<file path="config.mk">
export PLATFORM = sky130hd
export DESIGN_NAME = cycle_stepped_6502_core_subset
export DESIGN_NICKNAME = d
export VERILOG_FILES = /design/src/c6502_pkg.sv /design/src/cycle_stepped_6502_core_subset.sv /design/src/c6502_alu.sv
export SDC_FILE = /design/constraint.sdc
export NUM_CORES = 1
export LEC_CHECK = 0
export BUFFER_PORTS_ARGS = -buffer_cell sky130_fd_sc_hd__buf_2
export CAP_MARGIN = 20
export CORE_MARGIN = 4
export CORE_UTILIZATION = 40
export CTS_CLUSTER_DIAMETER = 30
export DETAILED_ROUTE_END_ITERATION = 10
export GPL_TIMING_DRIVEN = 0
export PLACE_DENSITY = 0.53
export SLEW_MARGIN = 20
export SYNTH_ARGS = -nofsm -noshare
export SYNTH_HDL_FRONTEND = slang
export SYNTH_SLANG_ARGS = --single-unit
</file>
<file path="constraint.sdc">
create_clock -name i_clk -period 8 [get_ports i_clk]
set_input_delay 2.4 -clock i_clk [delete_from_list [all_inputs] [get_ports i_clk]]
set_output_delay 2.4 -clock i_clk [all_outputs]
set_load 0.01 [all_outputs]
</file>
<file path="src/c6502_pkg.sv">
`timescale 1ns / 1ps
// ----------------------------------------------------------------------------
// c6502_pkg
// Shared types, opcode decode and constants for the 6502 subset core.
// ----------------------------------------------------------------------------
package c6502_pkg;

    localparam logic [15:0] START_ADDRESS_RESET = 16'h0000;

    typedef enum logic [3:0] {
        MODE_IMM  = 4'd0,
        MODE_ZP   = 4'd1,
        MODE_ZPX  = 4'd2,
        MODE_ZPY  = 4'd3,
        MODE_ABS  = 4'd4,
        MODE_ABSX = 4'd5,
        MODE_ABSY = 4'd6,
        MODE_INDX = 4'd7,
        MODE_INDY = 4'd8
    } t_mode;

    typedef enum logic [4:0] {
        OP_LDA = 5'd0,
        OP_LDX = 5'd1,
        OP_LDY = 5'd2,
        OP_STA = 5'd3,
        OP_STX = 5'd4,
        OP_STY = 5'd5,
        OP_AND = 5'd6,
        OP_ORA = 5'd7,
        OP_EOR = 5'd8,
        OP_ADC = 5'd9,
        OP_SBC = 5'd10,
        OP_CMP = 5'd11,
        OP_CPX = 5'd12,
        OP_CPY = 5'd13,
        OP_BIT = 5'd14
    } t_op;

    typedef struct packed {
        logic  legal;
        t_mode mode;
        t_op   op;
    } t_decode;

    localparam logic [7:0] FLAG_C = 8'h01;
    localparam logic [7:0] FLAG_Z = 8'h02;
    localparam logic [7:0] FLAG_V = 8'h40;
    localparam logic [7:0] FLAG_N = 8'h80;

    function automatic t_decode decode(input logic [7:0] code);
        t_decode d;
        d = '{legal: 1'b1, mode: MODE_IMM, op: OP_LDA};
        case (code)
            8'hA9: d = '{1'b1, MODE_IMM, OP_LDA};
            8'hA5: d = '{1'b1, MODE_ZP, OP_LDA};
            8'hB5: d = '{1'b1, MODE_ZPX, OP_LDA};
            8'hAD: d = '{1'b1, MODE_ABS, OP_LDA};
            8'hBD: d = '{1'b1, MODE_ABSX, OP_LDA};
            8'hB9: d = '{1'b1, MODE_ABSY, OP_LDA};
            8'hA1: d = '{1'b1, MODE_INDX, OP_LDA};
            8'hB1: d = '{1'b1, MODE_INDY, OP_LDA};
            8'hA2: d = '{1'b1, MODE_IMM, OP_LDX};
            8'hA6: d = '{1'b1, MODE_ZP, OP_LDX};
            8'hB6: d = '{1'b1, MODE_ZPY, OP_LDX};
            8'hAE: d = '{1'b1, MODE_ABS, OP_LDX};
            8'hBE: d = '{1'b1, MODE_ABSY, OP_LDX};
            8'hA0: d = '{1'b1, MODE_IMM, OP_LDY};
            8'hA4: d = '{1'b1, MODE_ZP, OP_LDY};
            8'hB4: d = '{1'b1, MODE_ZPX, OP_LDY};
            8'hAC: d = '{1'b1, MODE_ABS, OP_LDY};
            8'hBC: d = '{1'b1, MODE_ABSX, OP_LDY};
            8'h49: d = '{1'b1, MODE_IMM, OP_EOR};
            8'h45: d = '{1'b1, MODE_ZP, OP_EOR};
            8'h55: d = '{1'b1, MODE_ZPX, OP_EOR};
            8'h4D: d = '{1'b1, MODE_ABS, OP_EOR};
            8'h5D: d = '{1'b1, MODE_ABSX, OP_EOR};
            8'h59: d = '{1'b1, MODE_ABSY, OP_EOR};
            8'h41: d = '{1'b1, MODE_INDX, OP_EOR};
            8'h51: d = '{1'b1, MODE_INDY, OP_EOR};
            8'h29: d = '{1'b1, MODE_IMM, OP_AND};
            8'h25: d = '{1'b1, MODE_ZP, OP_AND};
            8'h35: d = '{1'b1, MODE_ZPX, OP_AND};
            8'h2D: d = '{1'b1, MODE_ABS, OP_AND};
            8'h3D: d = '{1'b1, MODE_ABSX, OP_AND};
            8'h39: d = '{1'b1, MODE_ABSY, OP_AND};
            8'h21: d = '{1'b1, MODE_INDX, OP_AND};
            8'h31: d = '{1'b1, MODE_INDY, OP_AND};
            8'h09: d = '{1'b1, MODE_IMM, OP_ORA};
            8'h05: d = '{1'b1, MODE_ZP, OP_ORA};
            8'h15: d = '{1'b1, MODE_ZPX, OP_ORA};
            8'h0D: d = '{1'b1, MODE_ABS, OP_ORA};
            8'h1D: d = '{1'b1, MODE_ABSX, OP_ORA};
            8'h19: d = '{1'b1, MODE_ABSY, OP_ORA};
            8'h01: d = '{1'b1, MODE_INDX, OP_ORA};
            8'h11: d = '{1'b1, MODE_INDY, OP_ORA};
            8'h69: d = '{1'b1, MODE_IMM, OP_ADC};
            8'h65: d = '{1'b1, MODE_ZP, OP_ADC};
            8'h75: d = '{1'b1, MODE_ZPX, OP_ADC};
            8'h6D: d = '{1'b1, MODE_ABS, OP_ADC};
            8'h7D: d = '{1'b1, MODE_ABSX, OP_ADC};
            8'h79: d = '{1'b1, MODE_ABSY, OP_ADC};
            8'h61: d = '{1'b1, MODE_INDX, OP_ADC};
            8'h71: d = '{1'b1, MODE_INDY, OP_ADC};
            8'hE9: d = '{1'b1, MODE_IMM, OP_SBC};
            8'hE5: d = '{1'b1, MODE_ZP, OP_SBC};
            8'hF5: d = '{1'b1, MODE_ZPX, OP_SBC};
            8'hED: d = '{1'b1, MODE_ABS, OP_SBC};
            8'hFD: d = '{1'b1, MODE_ABSX, OP_SBC};
            8'hF9: d = '{1'b1, MODE_ABSY, OP_SBC};
            8'hE1: d = '{1'b1, MODE_INDX, OP_SBC};
            8'hF1: d = '{1'b1, MODE_INDY, OP_SBC};
            8'hC9: d = '{1'b1, MODE_IMM, OP_CMP};
            8'hC5: d = '{1'b1, MODE_ZP, OP_CMP};
            8'hD5: d = '{1'b1, MODE_ZPX, OP_CMP};
            8'hCD: d = '{1'b1, MODE_ABS, OP_CMP};
            8'hDD: d = '{1'b1, MODE_ABSX, OP_CMP};
            8'hD9: d = '{1'b1, MODE_ABSY, OP_CMP};
            8'hC1: d = '{1'b1, MODE_INDX, OP_CMP};
            8'hD1: d = '{1'b1, MODE_INDY, OP_CMP};
            8'hE0: d = '{1'b1, MODE_IMM, OP_CPX};
            8'hE4: d = '{1'b1, MODE_ZP, OP_CPX};
            8'hEC: d = '{1'b1, MODE_ABS, OP_CPX};
            8'hC0: d = '{1'b1, MODE_IMM, OP_CPY};
            8'hC4: d = '{1'b1, MODE_ZP, OP_CPY};
            8'hCC: d = '{1'b1, MODE_ABS, OP_CPY};
            8'h24: d = '{1'b1, MODE_ZP, OP_BIT};
            8'h2C: d = '{1'b1, MODE_ABS, OP_BIT};
            8'h85: d = '{1'b1, MODE_ZP, OP_STA};
            8'h95: d = '{1'b1, MODE_ZPX, OP_STA};
            8'h8D: d = '{1'b1, MODE_ABS, OP_STA};
            8'h9D: d = '{1'b1, MODE_ABSX, OP_STA};
            8'h99: d = '{1'b1, MODE_ABSY, OP_STA};
            8'h81: d = '{1'b1, MODE_INDX, OP_STA};
            8'h91: d = '{1'b1, MODE_INDY, OP_STA};
            8'h86: d = '{1'b1, MODE_ZP, OP_STX};
            8'h96: d = '{1'b1, MODE_ZPY, OP_STX};
            8'h8E: d = '{1'b1, MODE_ABS, OP_STX};
            8'h84: d = '{1'b1, MODE_ZP, OP_STY};
            8'h94: d = '{1'b1, MODE_ZPX, OP_STY};
            8'h8C: d = '{1'b1, MODE_ABS, OP_STY};
            default: d.legal = 1'b0;
        endcase
        return d;
    endfunction

    function automatic logic [2:0] final_cycle(input t_mode m);
        logic [2:0] f;
        case (m)
            MODE_IMM:                       f = 3'd1;
            MODE_ZP:                        f = 3'd2;
            MODE_ZPX, MODE_ZPY, MODE_ABS:   f = 3'd3;
            MODE_ABSX, MODE_ABSY:           f = 3'd4;
            default:                        f = 3'd5;
        endcase
        return f;
    endfunction

endpackage

</file>
<file path="src/cycle_stepped_6502_core_subset.sv">
`timescale 1ns / 1ps
// ----------------------------------------------------------------------------
// cycle_stepped_6502_core_subset
// An accepted bus-cycle transaction's result is registered on the outputs.
// Throughput: one transaction per clock unless stalled; the step logic sits
// between the input byte and the registered result, with no other loop.
// Reset: synchronous active low; registers clear, first transaction fetches
// the opcode at start_address.
// ----------------------------------------------------------------------------
module cycle_stepped_6502_core_subset #(
    parameter logic [15:0] START_RESET = c6502_pkg::START_ADDRESS_RESET
) (
    input  logic        i_clk,
    input  logic        i_rst_n,
    input  logic        i_cfg_valid,
    output logic        o_cfg_ready,
    input  logic [15:0] i_cfg_data,
    input  logic        i_valid,
    output logic        o_stall,
    input  logic [7:0]  i_read_data,
    output logic        o_valid,
    input  logic        i_stall,
    output logic [15:0] o_bus_address,
    output logic        o_bus_write,
    output logic [7:0]  o_write_value,
    output logic        o_opcode_fetch,
    output logic        o_illegal_opcode,
    output logic [7:0]  o_acc_value,
    output logic [7:0]  o_index_x_value,
    output logic [7:0]  o_index_y_value,
    output logic [7:0]  o_status_value,
    output logic [15:0] o_program_counter
);

    logic [15:0] r_start;
    logic [15:0] r_pc, n_pc;
    logic [7:0]  r_a, n_a, r_x, n_x, r_y, n_y, r_p, n_p;
    logic [2:0]  r_cyc, n_cyc;
    logic [15:0] r_ea, n_ea, r_opl, n_opl;
    logic        r_pcf, n_pcf, r_done, n_done, r_pend;
    c6502_pkg::t_mode r_mode, n_mode;
    c6502_pkg::t_op   r_op, n_op;
    logic [7:0]  alu_a, alu_x, alu_y, alu_p;
    logic        do_exec;
    c6502_pkg::t_decode dec;
    logic        is_store, idx_abs, use_y, illegal;
    logic [7:0]  idx;
    logic [2:0]  fin;
    logic [8:0]  low;
    logic [15:0] addr;
    logic        wr;
    logic [7:0]  wval;
    logic        accept;

    assign accept      = i_valid & ~o_stall;
    assign o_stall     = o_valid & i_stall;
    assign o_cfg_ready = 1'b1;

    c6502_alu u_alu (
        .i_op(r_op), .i_data(i_read_data), .i_acc(r_a), .i_x(r_x), .i_y(r_y),
        .i_flags(r_p), .o_acc(alu_a), .o_x(alu_x), .o_y(alu_y), .o_flags(alu_p)
    );

    assign dec      = c6502_pkg::decode(i_read_data);
    assign is_store = (r_op == c6502_pkg::OP_STA) || (r_op == c6502_pkg::OP_STX)
                      || (r_op == c6502_pkg::OP_STY);
    assign idx_abs  = (r_mode == c6502_pkg::MODE_ABSX) || (r_mode == c6502_pkg::MODE_ABSY);
    assign use_y    = (r_mode == c6502_pkg::MODE_ZPY) || (r_mode == c6502_pkg::MODE_ABSY)
                      || (r_mode == c6502_pkg::MODE_INDY);
    assign idx      = use_y ? r_y : r_x;
    assign fin      = c6502_pkg::final_cycle(r_mode);
    assign low      = (idx_abs ? {1'b0, r_ea[7:0]} : {1'b0, r_opl[7:0]}) + {1'b0, idx};

    always_comb begin
        n_pc = r_pc; n_a = r_a; n_x = r_x; n_y = r_y; n_p = r_p;
        n_cyc = r_cyc; n_ea = r_ea; n_opl = r_opl; n_pcf = r_pcf; n_done = r_done;
        n_mode = r_mode; n_op = r_op;
        illegal = 1'b0; do_exec = 1'b0;
        if (!r_pend) begin
            n_pc = r_start;
            n_done = 1'b1;
        end else if (r_done) begin
            n_pc = r_pc + 16'd1;
            if (dec.legal) begin
                n_mode = dec.mode; n_op = dec.op;
                n_done = 1'b0; n_cyc = 3'd1;
                n_ea = '0; n_opl = '0; n_pcf = 1'b0;
            end else begin
                illegal = 1'b1;
            end
        end else begin
            if (r_cyc == 3'd1) begin
                n_pc = r_pc + 16'd1;
                if (r_mode == c6502_pkg::MODE_IMM) begin
                    do_exec = 1'b1; n_done = 1'b1;
                end else begin
                    n_ea = {8'd0, i_read_data};
                end
            end else if (r_cyc > fin || r_mode > c6502_pkg::MODE_INDY) begin
                n_done = 1'b1;
            end else if (r_cyc == fin) begin
                do_exec = ~is_store; n_done = 1'b1;
            end else if (r_mode == c6502_pkg::MODE_ZPX || r_mode == c6502_pkg::MODE_ZPY
                         || (r_mode == c6502_pkg::MODE_INDX && r_cyc == 3'd2)) begin
                n_ea = {8'd0, r_ea[7:0] + idx};
            end else if (r_mode == c6502_pkg::MODE_ABS) begin
                n_ea = {i_read_data, r_ea[7:0]};
                n_pc = r_pc + 16'd1;
            end else if (r_mode == c6502_pkg::MODE_INDX) begin
                if (r_cyc == 3'd3) begin
                    n_opl = {8'd0, i_read_data};
                end else begin
                    n_opl = {i_read_data, r_opl[7:0]};
                    n_ea  = {i_read_data, r_opl[7:0]};
                end
            end else if ((idx_abs && r_cyc == 3'd2)
                         || (r_mode == c6502_pkg::MODE_INDY && r_cyc == 3'd3)) begin
                n_pcf = low[8];
                n_ea  = {i_read_data, low[7:0]};
                if (idx_abs) n_pc = r_pc + 16'd1;
            end else if (r_mode == c6502_pkg::MODE_INDY && r_cyc == 3'd2) begin
                n_opl = {8'd0, i_read_data};
            end else begin
                // first read at indexed address, maybe wrong page
                if (r_pcf) n_ea = r_ea + 16'h0100;
                else if (!is_store) begin
                    do_exec = 1'b1; n_done = 1'b1;
                end
            end
            if (!n_done) n_cyc = r_cyc + 3'd1;
        end
        if (do_exec) begin
            n_a = alu_a; n_x = alu_x; n_y = alu_y; n_p = alu_p;
        end
        if (n_done) n_cyc = 3'd0;
    end

    // bus access for the next state
    always_comb begin
        wr = 1'b0; wval = 8'd0;
        if (n_done) begin
            addr = n_pc;
        end else begin
            if (n_cyc == 3'd1 || (n_cyc == 3'd2 && (n_mode == c6502_pkg::MODE_ABS
                || n_mode == c6502_pkg::MODE_ABSX || n_mode == c6502_pkg::MODE_ABSY)))
                addr = n_pc;
            else if ((n_mode == c6502_pkg::MODE_INDX && n_cyc == 3'd4)
                     || (n_mode == c6502_pkg::MODE_INDY && n_cyc == 3'd3))
                addr = {8'd0, n_ea[7:0] + 8'd1};
            else
                addr = n_ea;
            if ((n_op == c6502_pkg::OP_STA || n_op == c6502_pkg::OP_STX
                 || n_op == c6502_pkg::OP_STY) && n_cyc == c6502_pkg::final_cycle(n_mode)) begin
                wr = 1'b1;
                wval = (n_op == c6502_pkg::OP_STA) ? n_a :
                       (n_op == c6502_pkg::OP_STX) ? n_x : n_y;
            end
        end
    end

    always_ff @(posedge i_clk) begin
        if (!i_rst_n) begin
            r_start <= START_RESET;
            r_pc <= START_RESET;
            r_a <= '0; r_x <= '0; r_y <= '0; r_p <= '0;
            r_cyc <= '0; r_ea <= '0; r_opl <= '0; r_pcf <= 1'b0;
            r_mode <= c6502_pkg::MODE_IMM; r_op <= c6502_pkg::OP_LDA;
            r_done <= 1'b1; r_pend <= 1'b0;
            o_valid <= 1'b0;
        end else begin
            if (i_cfg_valid) r_start <= i_cfg_data;
            if (accept) begin
                r_pc <= n_pc; r_a <= n_a; r_x <= n_x; r_y <= n_y; r_p <= n_p;
                r_cyc <= n_cyc; r_ea <= n_ea; r_opl <= n_opl; r_pcf <= n_pcf;
                r_mode <= n_mode; r_op <= n_op; r_done <= n_done; r_pend <= 1'b1;
                o_valid <= 1'b1;
                o_bus_address <= addr;
                o_bus_write <= wr;
                o_write_value <= wval;
                o_opcode_fetch <= n_done;
                o_illegal_opcode <= illegal;
                o_acc_value <= n_a;
                o_index_x_value <= n_x;
                o_index_y_value <= n_y;
                o_status_value <= n_p;
                o_program_counter <= n_pc;
            end else if (!i_stall) begin
                o_valid <= 1'b0;
            end
        end
    end

endmodule

</file>
<file path="src/c6502_alu.sv">
`timescale 1ns / 1ps
// ----------------------------------------------------------------------------
// c6502_alu
// Data operation and flag update for loads, logic, add/subtract, compare, bit.
// ----------------------------------------------------------------------------
module c6502_alu (
    input  c6502_pkg::t_op i_op,
    input  logic [7:0]     i_data,
    input  logic [7:0]     i_acc,
    input  logic [7:0]     i_x,
    input  logic [7:0]     i_y,
    input  logic [7:0]     i_flags,
    output logic [7:0]     o_acc,
    output logic [7:0]     o_x,
    output logic [7:0]     o_y,
    output logic [7:0]     o_flags
);

    logic [7:0] addend;
    logic [8:0] sum;
    logic [7:0] cmp_reg;
    logic [8:0] diff;
    logic [7:0] nz_val;
    logic       set_nz;

    assign addend  = (i_op == c6502_pkg::OP_SBC) ? ~i_data : i_data;
    assign sum     = {1'b0, i_acc} + {1'b0, addend} + {8'd0, i_flags[0]};
    assign cmp_reg = (i_op == c6502_pkg::OP_CPX) ? i_x :
                     (i_op == c6502_pkg::OP_CPY) ? i_y : i_acc;
    assign diff    = {1'b0, cmp_reg} - {1'b0, i_data};

    always_comb begin
        o_acc   = i_acc;
        o_x     = i_x;
        o_y     = i_y;
        o_flags = i_flags;
        nz_val  = i_data;
        set_nz  = 1'b1;
        case (i_op)
            c6502_pkg::OP_LDA: o_acc = i_data;
            c6502_pkg::OP_LDX: o_x = i_data;
            c6502_pkg::OP_LDY: o_y = i_data;
            c6502_pkg::OP_AND: begin
                o_acc  = i_acc & i_data;
                nz_val = o_acc;
            end
            c6502_pkg::OP_ORA: begin
                o_acc  = i_acc | i_data;
                nz_val = o_acc;
            end
            c6502_pkg::OP_EOR: begin
                o_acc  = i_acc ^ i_data;
                nz_val = o_acc;
            end
            c6502_pkg::OP_ADC, c6502_pkg::OP_SBC: begin
                o_acc      = sum[7:0];
                nz_val     = sum[7:0];
                o_flags[0] = sum[8];
                o_flags[6] = ~(i_acc[7] ^ addend[7]) & (i_acc[7] ^ sum[7]);
            end
            c6502_pkg::OP_CMP, c6502_pkg::OP_CPX, c6502_pkg::OP_CPY: begin
                nz_val     = diff[7:0];
                o_flags[0] = ~diff[8];
            end
            c6502_pkg::OP_BIT: begin
                set_nz     = 1'b0;
                o_flags[1] = ((i_acc & i_data) == 8'd0);
                o_flags[6] = i_data[6];
                o_flags[7] = i_data[7];
            end
            default: set_nz = 1'b0;
        endcase
        if (set_nz) begin
            o_flags[1] = (nz_val == 8'd0);
            o_flags[7] = nz_val[7];
        end
    end

endmodule

</file>
==> results of run 1 <==
## per-layer routing
layer / GRT usage, % / vias up / part of all wire (%) / wire length, um
met3: 6.700 / 107 / 8.7 / 4307
met2: 40.35 / 607 / 42 / 20820
li1: - / 6097 / - / -
met4: 10.15 / 0 / 3.7 / 1819
met5: 0 / - / 0 / 0
met1: 38.86 / 6065 / 45 / 22320
## where the power goes
part	internal (uW)	switching, uW	leakage (uW)	total, uW
logic	114	250	0.00372	364
registers	947	23.4	0.00149	970
clock network	422	421	0.000292	843
total	1480	695	0.00550	2180
## logic make-up after synthesis
logic type | synth area share [%]
flip-flops | 32.16
AO/OA/AOI/OAI | 22.63
AND/OR/NAND/NOR | 23.39
adder cells (fa/ha/maj) | 6.386
multiplexers | 6.522
buffers and inverters | 5.305
XOR/XNOR | 3.543
other | 0.05843
## synth_stat cells, drive strengths merged, types with 7 or more instances
cell type and number:
nand2 216, nor2 169, a21oi 136, dfxtp 100, o21ai 87, clkbuf 72
edfxtp 71, ha 56, inv 56, mux2i 50, nor3 42, nand3 38
buf 35, mux2 30, xnor2 29, nand2b 26, a31oi 24, xor2 23
nor2b 22, a211oi 21, a22oi 20, and2 17, nor4 15, a21o 14
nand4 14, o31ai 14, o211ai 12, or3 11, and3 10, a221oi 9
o22ai 8, a22o 7, a311oi 7, nor4b 7, o2111ai 7, o311ai 7
## flip-flops by register name (all words and copies together), names as in the netlist, 3 cells and up
register and cells:
r_pc 16, r_x 8, o_acc_value 8, r_p 4, r_start 16, r_mode 4
o_write_value 8, r_op 5, r_a 8, o_index_x_value 8, o_bus_address 16, r_opl 8
r_y 8, r_ea 16, o_program_counter 16, r_cyc 3, o_status_value 4, o_index_y_value 8
## metrics by stage
| stage | std cells | hold WS, ns | power (uW) | worst slack [ns] |
|---|---|---|---|---|
| floorplan | 1604 | 0.4485 | 1209 | 1.535 |
| global placement | 2106 | 0.4585 | 1344 | -0.5369 |
| detailed placement | 2109 | 0.4698 | 1346 | 1.067 |
| CTS | 2141 | 0.4804 | 2182 | 1.579 |
| global route | 2141 | 0.5136 | 2264 | 1.041 |
| finish | 2141 | 0.4793 | 2178 | 1.283 |
## layout make-up
class                      instances  area, um2
fill                            3179      17090
multi-input combinational       1269       8073
sequential                       171       4134
timing repair buffer             103      555.5
tap                              402      503.0
buffer                           107      467.9
clock buffer                      17      425.4
inverter                          57      214.0
clock inverter                    15      173.9
## worst max-delay path, delay by kind of cell
kind	cells	cell delay (ns)
compound gates	7	1.65
xor+xnor	1	0.18
fa+ha+maj	1	0.36
buf+inv	4	1.97
simple gates	2	0.46
## how the worst max path moves through the flow
stage / from / endpoint / cells past startpoint
floorplan: i_stall / o_acc_value[0] / 5
global placement: i_stall / o_acc_value[1] / 6
detailed placement: i_read_data[5] / o_status_value[1] / 14
CTS: i_read_data[2] / o_status_value[1] / 16
global route: i_read_data[2] / o_status_value[1] / 15
finish: i_read_data[2] / o_status_value[1] / 15
==> results.cfg, run 1 <==
[worst_setup_path]
reg2reg_to = o_bus_address[7]
worstPathCellList = buf_2 > clkbuf_1 > clkbuf_1 > buf_1 > xnor2_1 > ha_1 > o21ai_0 > a21boi_0 > o211ai_1 > a21oi_1 > or3_1 > a31oi_1 > nand3_1 > o31ai_1 > a22o_1
start_kind = primary input
critical_path_class = in2reg
critical_path.max_fanout = 10
cp.arrival_ns = 7.02
reg2regPathDepth = 17
cpPeakStageDelay_ns = 0.91
r2r_setup_slack_ns = 2.07
end_kind = flip-flop
crit_required_ns = 8.30
crit_top_cell = clkbuf_1
cpMaxStageDelayCell = buf_1
r2r_start = r_mode[1]

[drt]
drtIter0Drc = 1371
drc = 0
wl_mm = 49.27
routedWlPerCell_um = 23.01
via_count = 12876
dr.pass1.iters = 7
antenna_violating_nets_post_route = 0
viasPerCell = 6.014

[clock_tree]
cts_tree = done
htree_levels = 4
cts_buffer_depth = 2
holdBufCountCts = 0
cts.reportedPaths.clkPinSlew_ns = 0.08
cts_root_buf = clkbuf_16
cts.sink_count = 171
clock_latency_ns = 0.44
cts_setup_buffers = 0
cts_resized = 0
cts_made_buffers = 17

[sta]
slew_violations = 0
rsz0062_at_grt = false
hold_viol_final = 0
relSlewSlack_pct = 23.43
finalSetupViolCount = 0
period_share_pct = 83.97
clock.fmax_ghz = 0.1489
post-route-min-period_ns = 6.717
tightest_slew_ns = 1.149
final.setup.tns_ns = 0
fin_skew_ns = 0.01054

[synthesis]
netlist_instances = 1601
synth_top_flop_cell = dfxtp_1
synth_top_area_share_pct = 16.59
synthTopCellsByArea = edfxtp_1, dfxtp_1, nand2_1
syn_area_per_cell_um2 = 8.028
seq_area_frac_synth_pct = 32.16
synth_area_um2 = 12850
yosys.area.top_type = edfxtp_1
ys_warn_count = 0
synthArstFlopShare_pct = 0
synth_seq_cells = 171
yosysUniqueCellTypes = 96
synth-edff-count = 71

[final_layout]
diodes = 0
utilization_pct = 45.98
layout_commonest_cell = nand2_1
area_growth_pct = 13.17
finalNetCount = 1816
layout_common_cells = nand2_1, nor2_1, a21oi_1
final_area_um2 = 14550
drive_gt1_share_pct = 12.82

[grt]
grt_pass1_wl_mm = 74.90
grt_pass1_vias = 12181
track_usage_pct = 27.38
antenna_found_initial = 0
grt_max_degree = 28
grt-ovfl-total = 0

[floorplanning]
die_area_um2 = 35070
rows = 65
die_h_um = 187.3
io_pins = 107
fp.dieW_um = 187.3
initial_core_util_pct = 40.63
fp.coreArea_um2 = 31640

[job]
timing.max_cap.violations = 0

[placed_design]
place_area_um2 = 13940
place_hpwl_mm = 37.57
routabilityCongestion = 0.9692
io_buffers = 100

[power]
p_leak_uw = 0.005500
vdd_ir_drop_max_v = 0.0001594
pwr_density_cell_nw_per_um2 = 149.7

[run_status]
status = complete, no violations

[worst_hold_path]
hold_path_depth = 2
hp-class = reg2reg
hold_path_startpoint = r_p[7]
min_to = r_p[7]
Note: power is estimated with default switching activity, not from simulation.
==> run 2: changes to the inputs <==
--- a/config.mk
+++ b/config.mk
@@ -12,7 +12,7 @@
 export CTS_CLUSTER_DIAMETER = 30
 export DETAILED_ROUTE_END_ITERATION = 10
 export GPL_TIMING_DRIVEN = 0
-export PLACE_DENSITY = 0.53
+export PLACE_DENSITY = 0.55
 export SLEW_MARGIN = 20
 export SYNTH_ARGS = -nofsm -noshare
 export SYNTH_HDL_FRONTEND = slang
==> constraint.sdc (replaced) <==
create_clock -name i_clk -period 5.55 [get_ports i_clk]
set_input_delay 1.665 -clock i_clk [delete_from_list [all_inputs] [get_ports i_clk]]
set_output_delay 1.665 -clock i_clk [all_outputs]
set_load 0.01 [all_outputs]
==> results.cfg, run 2 (synthesis results as in run 1) <==
[placed_design]
io_buffers = 100
place_hpwl_mm = 37.46
routabilityCongestion = 0.9614
dpl.cell_count = 2110

[clock_tree]
cts_tree = done
holdBufCountCts = 0
cts_made_buffers = 17
cts_buffer_depth = 2
clock_latency_ns = 0.44
cts.reportedPaths.clkPinSlew_ns = 0.07
htree_levels = 4
cts_root_buf = clkbuf_16
cts.sink_count = 171

[worst_setup_path]
end_kind = flip-flop
reg2reg_to = o_bus_address[7]
cpMaxStageDelayCell = clkdlybuf4s15_1
start_kind = primary input
cp.arrival_ns = 5.75
r2r_start = r_mode[1]
crit_required_ns = 5.85
r2r_setup_slack_ns = 0.31
critical_path_class = in2reg
cpPeakStageDelay_ns = 0.83
reg2regPathDepth = 17
crit_top_cell = buf_2
worstPathCellList = buf_2 > buf_2 > buf_2 > clkdlybuf4s15_1 > o32ai_1 > a22o_1 > or4_1 > nor4_1 > mux2i_1 > mux2i_1 > or4_1 > buf_6 > nor2_2
critical_path.max_fanout = 10

[final_layout]
drive_gt1_share_pct = 14.35
final_cells = 2144
finalNetCount = 1819
utilization_pct = 46.59
diodes = 0
layout_commonest_cell = nand2_1
area_growth_pct = 14.67
layout_common_cells = nand2_1, nor2_1, a21oi_1
fillerInstances = 3213

[grt]
track_usage_pct = 27.37
grt_pass1_wl_mm = 76.00
grt-ovfl-total = 0
antenna_found_initial = 0
grt_pass1_vias = 12283
grt_max_degree = 27

[drt]
routedWlPerCell_um = 23.09
drtIter0Drc = 1581
drc = 0
viasPerCell = 6.100
wl_mm = 49.50
dr.pass1.iters = 6
antenna_violating_nets_post_route = 0
via_count = 13079

[sta]
period_share_pct = 98.19
rsz0062_at_grt = false
relSlewSlack_pct = 26.68
final.setup.tns_ns = 0
hold_viol_final = 0
clock.fmax_ghz = 0.1835
fin_skew_ns = 0.02025
post-route-min-period_ns = 5.450
tightest_slew_ns = 1.091
slew_violations = 0
finalSetupViolCount = 0

[power]
vdd_ir_drop_max_v = 0.0002099
p_leak_uw = 0.005600
pwr_density_cell_nw_per_um2 = 217.9

[floorplanning]
io_pins = 107
initial_core_util_pct = 40.63
die_h_um = 187.3
fp.dieW_um = 187.3
fp.coreArea_um2 = 31640
rows = 65
die_area_um2 = 35070

[worst_hold_path]
hold_path_depth = 2
hold_path_startpoint = r_pc[15]
min_to = r_pc[15]
hp-class = reg2reg

[job]
timing.max_cap.violations = 0

[run_status]
status = complete, no violations
-- run 2: timing repair --
action	4_1_cts	5_1_grt
setup buffers	0	4
pin swaps	0	4
gates cloned	0	0
setup endpoints to repair	9	30
gates resized for setup	12	34
-- run 2: worst max path at each step --
| stage | from | to | slack [ns] | depth (start not counted) |
|---|---|---|---|---|
| 2_1_floorplan | i_read_data[1] | o_write_value[0] | 0.70 | 13 |
| 3_3_place_gp | i_read_data[1] | o_status_value[1] | -0.75 | 16 |
| 3_5_place_dp | i_read_data[1] | o_status_value[1] | -0.67 | 16 |
| 4_1_cts | r_mode[0] | o_bus_address[7] | -0.03 | 17 |
| 5_1_grt | r_mode[1] | o_bus_address[7] | 0.004 | 17 |
| 6_report | i_read_data[4] | o_write_value[3] | 0.10 | 13 |
-- run 2: power breakdown --
part	switching, uW	internal (uW)	leakage, uW	total, uW
Combinational	365	171	0.00382	536
Clock	592	685	0.000297	1280
Sequential	34.1	1360	0.00149	1400
Total	992	2220	0.00560	3210
-- run 2: critical path, delay by kind of cell --
family                 cells  cell delay [ns]
buffers and inverters      5             1.77
multiplexers               2             0.35
AND/OR/NAND/NOR            4             1.49
AO/OA/AOI/OAI              2             0.46
-- run 2: area by class of cell --
type	count	area [um2]	share of cell area [%]
flip-flops and latches	171	4134	28.05
well taps	402	503.0	3.413
repair buffers	108	620.6	4.211
inverters	57	214.0	1.452
plain buffers	105	500.5	3.396
clock inverters	14	180.2	1.222
clock buffers	18	429.2	2.912
multi-input cells	1269	8158	55.35
-- run 2: per-stage QoR --
| stage | total power, uW | worst slack [ns] | cell area, um2 | hold slack [ns] |
|---|---|---|---|---|
| floorplan | 1742 | 0.6984 | 12870 | 0.4485 |
| global placement | 1937 | -0.7484 | 13870 | 0.4585 |
| detailed placement | 1944 | -0.6663 | 13980 | 0.4595 |
| CTS | 3204 | -0.02851 | 14640 | 0.4710 |
| global route | 3324 | 0.003669 | 14740 | 0.5080 |
| finish | 3211 | 0.1003 | 14740 | 0.4721 |
-- run 2: layer usage --
layer	routed length [um]	GRT usage (%)	up-vias
met4	1308	7.565	0
li1	-	-	6108
met3	3432	3.527	94
met1	23290	40.61	6256
met2	21470	41.83	621
met5	0	0	-
